<file path="src/rtl/bll_pkg.sv">
// shared types and constants of the lowest common ancestor engine
// no dependencies; imported by controller, datapath, top level and checker
`default_nettype none

package bll_pkg;

  // field widths of the stream payloads
  localparam int NODE_FW     = 16;
  localparam int DEP_W       = 16;
  localparam int IN_TDATA_W  = 32;
  localparam int OUT_TDATA_W = 16;

  localparam logic [DEP_W-1:0] DEP_MAX = '1;

  // request kinds carried on in_tuser
  localparam logic CMD_INSERT = 1'b0;
  localparam logic CMD_QUERY  = 1'b1;

  // depth memory read address source
  localparam logic [1:0] DSEL_A   = 2'd0;
  localparam logic [1:0] DSEL_B   = 2'd1;
  localparam logic [1:0] DSEL_ANC = 2'd2;

  // commands from the controller to the datapath
  typedef struct packed {
    logic       load;     // latch request nodes
    logic [1:0] dsel;     // depth read address source
    logic       asel;     // ancestor port a reads the mid node instead of a
    logic       ins_base; // write depth and level zero of the new node
    logic       ins_lvl;  // write the current level of the new node
    logic       cap_da;   // capture depth of a
    logic       cap_db;   // capture depth of b and order the pair
    logic       jump;     // a takes its ancestor at the current level
    logic       pair;     // lift both nodes where their ancestors differ
    logic       up0;      // a takes its parent
    logic       lvl_top;
    logic       lvl_one;
    logic       lvl_dec;
    logic       lvl_inc;
    logic       out_load; // present a as the answer
  } ctl_t;

  // status from the datapath to the controller
  typedef struct packed {
    logic in_query;  // pending request is a query
    logic in_void;   // pending insert names node zero
    logic jump_ok;   // depth gap covers the current level
    logic lvl_zero;
    logic lvl_last;
    logic a_eq_b;
    logic out_free;  // output register can take a result
  } sts_t;

endpackage

`default_nettype wire

</file>
<file path="src/rtl/bll_ctrl.sv">
// sequencer for inserts and queries of the lowest common ancestor engine
// depends on bll_pkg; drives bll_datapath through ctl_t
`default_nettype none

module bll_ctrl import bll_pkg::*; #(
  parameter int LEVELS = 16
) (
  input  wire logic clk,
  input  wire logic rst_n,
  input  wire logic in_tvalid,
  output logic      in_tready,
  input  wire sts_t sts,
  output ctl_t      ctl
);

  localparam logic [4:0] S_IDLE    = 5'd0;
  localparam logic [4:0] S_INS_RD  = 5'd1;
  localparam logic [4:0] S_INS_WR  = 5'd2;
  localparam logic [4:0] S_INS_LRD = 5'd3;
  localparam logic [4:0] S_INS_LWR = 5'd4;
  localparam logic [4:0] S_Q_DA    = 5'd5;
  localparam logic [4:0] S_Q_DB    = 5'd6;
  localparam logic [4:0] S_Q_SW    = 5'd7;
  localparam logic [4:0] S_Q_L1    = 5'd8;
  localparam logic [4:0] S_Q_L1A   = 5'd9;
  localparam logic [4:0] S_Q_L1E   = 5'd10;
  localparam logic [4:0] S_Q_CMP   = 5'd11;
  localparam logic [4:0] S_Q_L2    = 5'd12;
  localparam logic [4:0] S_Q_L2C   = 5'd13;
  localparam logic [4:0] S_Q_UP    = 5'd14;
  localparam logic [4:0] S_Q_UPC   = 5'd15;
  localparam logic [4:0] S_Q_OUT   = 5'd16;

  logic [4:0] state_r, state_nxt;

  always_ff @(posedge clk) begin
    if (!rst_n) begin
      state_r <= S_IDLE;
    end else begin
      state_r <= state_nxt;
    end
  end

  assign in_tready = (state_r == S_IDLE);

  // next state and datapath commands
  always_comb begin
    ctl       = '0;
    ctl.dsel  = DSEL_A;
    state_nxt = state_r;
    unique case (state_r)
      S_IDLE: begin
        if (in_tvalid) begin
          ctl.load = 1'b1;
          priority if (sts.in_query) begin
            state_nxt = S_Q_DA;
          end else if (sts.in_void) begin
            state_nxt = S_IDLE;
          end else begin
            state_nxt = S_INS_RD;
          end
        end
      end
      // insert: parent depth, then a read state and a write state for each level
      S_INS_RD: begin
        ctl.dsel  = DSEL_B;
        state_nxt = S_INS_WR;
      end
      S_INS_WR: begin
        ctl.ins_base = 1'b1;
        ctl.lvl_one  = 1'b1;
        state_nxt    = (LEVELS == 1) ? S_IDLE : S_INS_LRD;
      end
      S_INS_LRD: begin
        ctl.asel  = 1'b1;
        state_nxt = S_INS_LWR;
      end
      S_INS_LWR: begin
        ctl.ins_lvl = 1'b1;
        if (sts.lvl_last) begin
          state_nxt = S_IDLE;
        end else begin
          ctl.lvl_inc = 1'b1;
          state_nxt   = S_INS_LRD;
        end
      end
      // query: read both depths and order the pair
      S_Q_DA: begin
        ctl.dsel  = DSEL_A;
        state_nxt = S_Q_DB;
      end
      S_Q_DB: begin
        ctl.dsel   = DSEL_B;
        ctl.cap_da = 1'b1;
        state_nxt  = S_Q_SW;
      end
      S_Q_SW: begin
        ctl.cap_db  = 1'b1;
        ctl.lvl_top = 1'b1;
        state_nxt   = S_Q_L1;
      end
      // lift the deeper node to equal depth
      S_Q_L1: begin
        priority if (sts.jump_ok) begin
          state_nxt = S_Q_L1A;
        end else if (sts.lvl_zero) begin
          state_nxt = S_Q_CMP;
        end else begin
          ctl.lvl_dec = 1'b1;
        end
      end
      S_Q_L1A: begin
        ctl.jump  = 1'b1;
        ctl.dsel  = DSEL_ANC;
        state_nxt = S_Q_L1E;
      end
      S_Q_L1E: begin
        ctl.cap_da = 1'b1;
        if (sts.lvl_zero) begin
          state_nxt = S_Q_CMP;
        end else begin
          ctl.lvl_dec = 1'b1;
          state_nxt   = S_Q_L1;
        end
      end
      S_Q_CMP: begin
        if (sts.a_eq_b) begin
          state_nxt = S_Q_OUT;
        end else begin
          ctl.lvl_top = 1'b1;
          state_nxt   = S_Q_L2;
        end
      end
      // lift both while their ancestors differ
      S_Q_L2: begin
        state_nxt = S_Q_L2C;
      end
      S_Q_L2C: begin
        ctl.pair = 1'b1;
        if (sts.lvl_zero) begin
          state_nxt = S_Q_UP;
        end else begin
          ctl.lvl_dec = 1'b1;
          state_nxt   = S_Q_L2;
        end
      end
      S_Q_UP: begin
        state_nxt = S_Q_UPC;
      end
      S_Q_UPC: begin
        ctl.up0   = 1'b1;
        state_nxt = S_Q_OUT;
      end
      S_Q_OUT: begin
        if (sts.out_free) begin
          ctl.out_load = 1'b1;
          state_nxt    = S_IDLE;
        end
      end
      default: begin
        state_nxt = S_IDLE;
      end
    endcase
  end

endmodule

`default_nettype wire

</file>
<file path="config.mk">
export PLATFORM = sky130hd
export DESIGN_NAME = bll_ctrl
export DESIGN_NICKNAME = d
export VERILOG_FILES = /design/src/rtl/bll_pkg.sv /design/src/rtl/bll_ctrl.sv
export SDC_FILE = /design/constraint.sdc
export NUM_CORES = 1
export LEC_CHECK = 0
export BUFFER_PORTS_ARGS = -buffer_cell sky130_fd_sc_hd__buf_2
export CAP_MARGIN = 20
export CORE_MARGIN = 5
export CORE_UTILIZATION = 44
export CTS_CLUSTER_DIAMETER = 100
export CTS_CLUSTER_SIZE = 24
export DETAILED_ROUTE_END_ITERATION = 16
export PLACE_DENSITY = 0.76
export SYNTH_ARGS = -nofsm -noshare
export SYNTH_HDL_FRONTEND = slang
export SYNTH_SLANG_ARGS = --single-unit
</file>
<file path="constraint.sdc">
create_clock -name clk -period 1.7 [get_ports clk]
set_clock_uncertainty 0.1 [all_clocks]
set_input_delay 0.34 -clock clk [delete_from_list [all_inputs] [get_ports clk]]
set_output_delay 0.34 -clock clk [all_outputs]
set_load 0.01 [all_outputs]
</file>
* Word level (Yosys, flattened, before mapping) *
Index checks and enable logic that the tools add are counted.

word-level totals
  register bits = 5
  bits of input ports = 10
  logic and storage cells = 56
  output and inout port bits = 17

operators by class
  reduce and logical (&&, ||, !) cells = 5
  eq/ne operators = 19
  muxes and demuxes = 31

operator list
  cell                                                  number
  one-hot mux 5 bit (17 select lines)                   1
  equality test 5 x 4 -> 1 bit (second input constant)  8
  two-way mux 5 bit                                     6
  equality test 5 x 3 -> 1 bit (second input constant)  4
  two-way mux 1 bit                                     18
  equality test 5 x 2 -> 1 bit (second input constant)  2
  two-way mux 2 bit                                     3
  OR reduction 2 bit                                    3
  equality test 5 x 1 -> 1 bit (second input constant)  1
  equality test 5 bit (second input constant)           1
  zero test 5 bit                                       1
  != test 2 bit (second input constant)                 2
  one-hot mux 1 bit (2 select lines)                    2
  one-hot mux 2 bit (2 select lines)                    1
  != test 3 bit (second input constant)                 1
  AND reduction 3 bit                                   1

* Logic depth before layout (Yosys ltp) *
  depth after elaboration = 4
  depth in mapped cells = 5
  depth with buffers taken out = 4

* Worst setup path after synthesis *
No wires, ideal clock.

  path type = reg-to-output
  from = reg state_r[2]
  to = out ctl[14] in the netlist's numbering
  data required time = 1.260 ns
  path slack = -0.130 ns
  data arrival time = 1.390 ns
  cell stages (with the launch flop) = 5
  cells stage by stage = dfxtp_1 -> buf_2 -> buf_2 -> nor4_1 -> buf_4

RTL lines
  what                      RTL line        text
  start: declaration        bll_ctrl.sv:34  logic [4:0] state_r, state_nxt;
  start signal: assignment  bll_ctrl.sv:40  state_r <= state_nxt;
  end: declaration          bll_ctrl.sv:13  output ctl_t ctl

==> summary.md <==
| Metric | Value |
|---|---|
| Status | finished with violations |
| Failing checks | negative setup slack |
| Clock slew at reported path FFs | approximately 0.040 ns |
| WL/cell | between 15 and 20 um |
| Biggest area consumer among synthesized cells | dfxtp_1 |
| Leakage power figure | 0.445 nW |
| Sequential share of the synthesized area | between 15 and 20% |
| Most frequent cells in the layout | buf_2 (26), buf_4 (15), nor3_1 (8) |
| Final Non-Filler Cells | 133 |
| H-tree levels | 1 |
| Max Cap Viol | 0 |
| Ys Warns | 0 |
| Number of flops mapped to enable cells by yosys | 0 |
| R2R setup slack | between 0.15 and 0.2 ns |
| Antenna Violating Nets Remaining | 0 |
| Required time of the critical path | 1.26 ns |
| WP buf/inv | 4 |
| Synth Register Bits | 5 |
| Hold Path Class | in2reg |
| Worst rel slew slack | 83.5% |
| Finished Core Util | a little under 80% |
| Buffers added on ports | 26 |
| Vias in the first global route | 637 |
| Fillers | 84 |
| CTS max path bufs | 2 |
| Remaining global-route overflow | 0 |
| CP startpoint | state_r[3] |
| WP data arrival | 1.37 ns |
| Crit-path cells | buf_6 -> clkinvlp_4 -> buf_6 -> nor3_4 -> buf_2 |
| Initial antenna violation count | 0 |
| Final worst setup slack | -0.112 ns |
| CTS root buf | clkbuf_4 |
| First-pass GRT wire length | 2680 um |
| Power after layout | roughly 1.5 mW |
| Syn_area_per_cell | 7.74 um2 |
| PwrDens | about 1500 nW/um2 |
| CP peak stage delay | 0.38 ns |
| FF-to-FF path depth | 5 |
| Die area | about 2100 um2 |
| Inst Count DP | 114 |
| Syn nets | 85 |
| GR Util All Layers | 17.4% |
| Clock sinks | 5 |
| Critical Path Sink | ctl[6] |
| Final hold violations | 0 |
| Total Nets Final | 129 |
| Clock latency at the later pin of the worst-skew pair | 0.24 ns |
| Via Count | 764 |
| CTS buffer count | 3 |
| RePlAce Congestion | between 0.8 and 0.9 |
| Width of the die | 46.3 um |
| Worst r2r src | state_r[1] |
| Critical Path Start Type | flip-flop |
| Synth Cell Area | 581 um2 |
| Vias per cell | 5.74 |
| Most common cell after layout, fill and taps aside | buf_2 |
| Routed WL | 2070 um |
| Top Registers | state_r x5 |
| Synth Instances | 75 |
| # rows | 13 |
| Die Ht | 46.3 um |
| Ys flop type | dfxtp_1 |
| Drt drc | 0 |
| Min cycle time layout | about 1.8 ns |
| Max reg flops | 5 |
| Worst path depth | 5 |
| Most flops, register | state_r |
| CTS tree | yes |
| Slowest CP cell | dfxtp_4 |
| Fraction of layout cells with a size suffix above 1 | 65.3% |
| Slew Viols, Final | 0 |
| Max VDD drop | 691 uV |
| Period utilization | 107% |
| Critical Path End Type | primary output |
| Multi-input logic area | 498 um2 |
| Register area | 115 um2 |
| WS Path Type | reg2out |
| Diodes inserted | 0 |
| Ports | 27 |
| First drt pass iteration count | 4 |
| Worst r2r dst | state_r[2] |
| Async S/R FF share, synth | 0% |
| DR iter-0 viols | 11 |
| Initial Util | 45.8% |
| FMAX | around 550 MHz |
| Post-detail-place hpwl | 1260 um |
| Worst slew pin tran | 0.247 ns |
| Post-CTS Hold Fix Bufs | 0 |
| Post-synth top area share | about 17% |
| Top Family by Delay on Critical Path | buffers and inverters |
| Netlist cell types | 33 |
| Largest net degree at the start of global routing | 11 |
| CP most frequent cell | buf_6 |
| Worst-path maximum fanout | 5 |
| Ranking of synthesized cells by area | dfxtp_1 (17%), nor3_1 (8.6%), nand2b_1 (6.5%) |
| Layout area overhead | 73.5% |
| Endpoints failing setup | 10 |
| Unrepaired setup endpoints after global routing | yes |
| Core area | 1270 um2 |
==> synth_stat cells (all sizes together) (2+ instances only) <==
library cell / instances
a21o: 2
a21oi: 4
buf: 7
clkbuf: 2
dfxtp: 5
inv: 3
mux2i: 2
nand2: 2
nand2b: 6
nor2: 7
nor3: 12
nor4: 4
o21a: 2
==> worst register-to-register path, delay by kind of cell, from the launching register on <==
family / cells / cell delay, ns
AO/OA/AOI/OAI: 2 / 0.40
buffers and inverters: 1 / 0.14
flip-flops: 1 / 0.37
AND/OR/NAND/NOR: 2 / 0.43
==> cells by family after synthesis <==
kind of cell	count (synthesis)	share of synthesized area [%]
buffers and inverters	12	12.3
XOR/XNOR	1	1.51
AND/OR/NAND/NOR	39	43.1
multiplexers	2	3.45
flip-flops	5	17.2
AO/OA/AOI/OAI	16	22.4
==> power breakdown <==
| group | internal, mW | switching (mW) | total (mW) | leakage [nW] |
|---|---|---|---|---|
| sequential | 0.172 | 0.0924 | 0.264 | 0.0436 |
| combinational | 0.555 | 0.538 | 1.09 | 0.387 |
| clock | 0.0886 | 0.0474 | 0.136 | 0.0150 |
==> stage by stage <==
| stage | hold WS [ns] | worst slack, ns | instance area [um2] | setup TNS, ns |
|---|---|---|---|---|
| after global routing | 0.223 | -0.176 | 1010 | -1.70 |
| after global placement | 0.457 | 0.110 | 728 | 0 |
| after floorplan | 0.358 | 0.0180 | 587 | 0 |
| after CTS | 0.208 | -0.0708 | 831 | -0.557 |
| final | 0.218 | -0.112 | 1010 | -0.791 |
| after detailed placement | 0.462 | 0.0547 | 728 | 0 |
==> layer usage <==
metal | GRT usage (%) | vias to the layer above | share of wire (%)
met4 | 5.68 | 0 | 0
met1 | 19.6 | 379 | 39
met2 | 30.5 | 23 | 55
met3 | 5.47 | 0 | 5.4
met5 | 0 | - | 0
li1 | - | 362 | -
==> cell type report <==
| type | instances | share of cell area, % |
|---|---|---|
| repair buffers | 48 | 33.2 |
| multi-input cells | 58 | 49.4 |
| clock buffers | 4 | 2.61 |
| well taps | 15 | 1.86 |
| flip-flops and latches | 5 | 11.4 |
| inverters | 3 | 1.49 |
==> how the worst min path moves through the flow <==
stage / startpoint / endpoint / slack, ns / cells past startpoint
2_1_floorplan: rst_n / state_r[4] / 0.36 / 1
3_3_place_gp: rst_n / state_r[4] / 0.46 / 2
3_5_place_dp: rst_n / state_r[4] / 0.46 / 2
4_1_cts: rst_n / state_r[4] / 0.21 / 2
5_1_grt: rst_n / state_r[4] / 0.22 / 2
6_report: rst_n / state_r[4] / 0.22 / 2
==> timing repair <==
| item | 4_1_cts | 5_1_grt |
|---|---|---|
| gates resized for setup | 13 | 21 |
| pin swaps | 4 | 7 |
| setup endpoints to repair | 17 | 17 |
| setup buffers | 4 | 11 |
No activity file was read; power rests on OpenSTA's default activity.
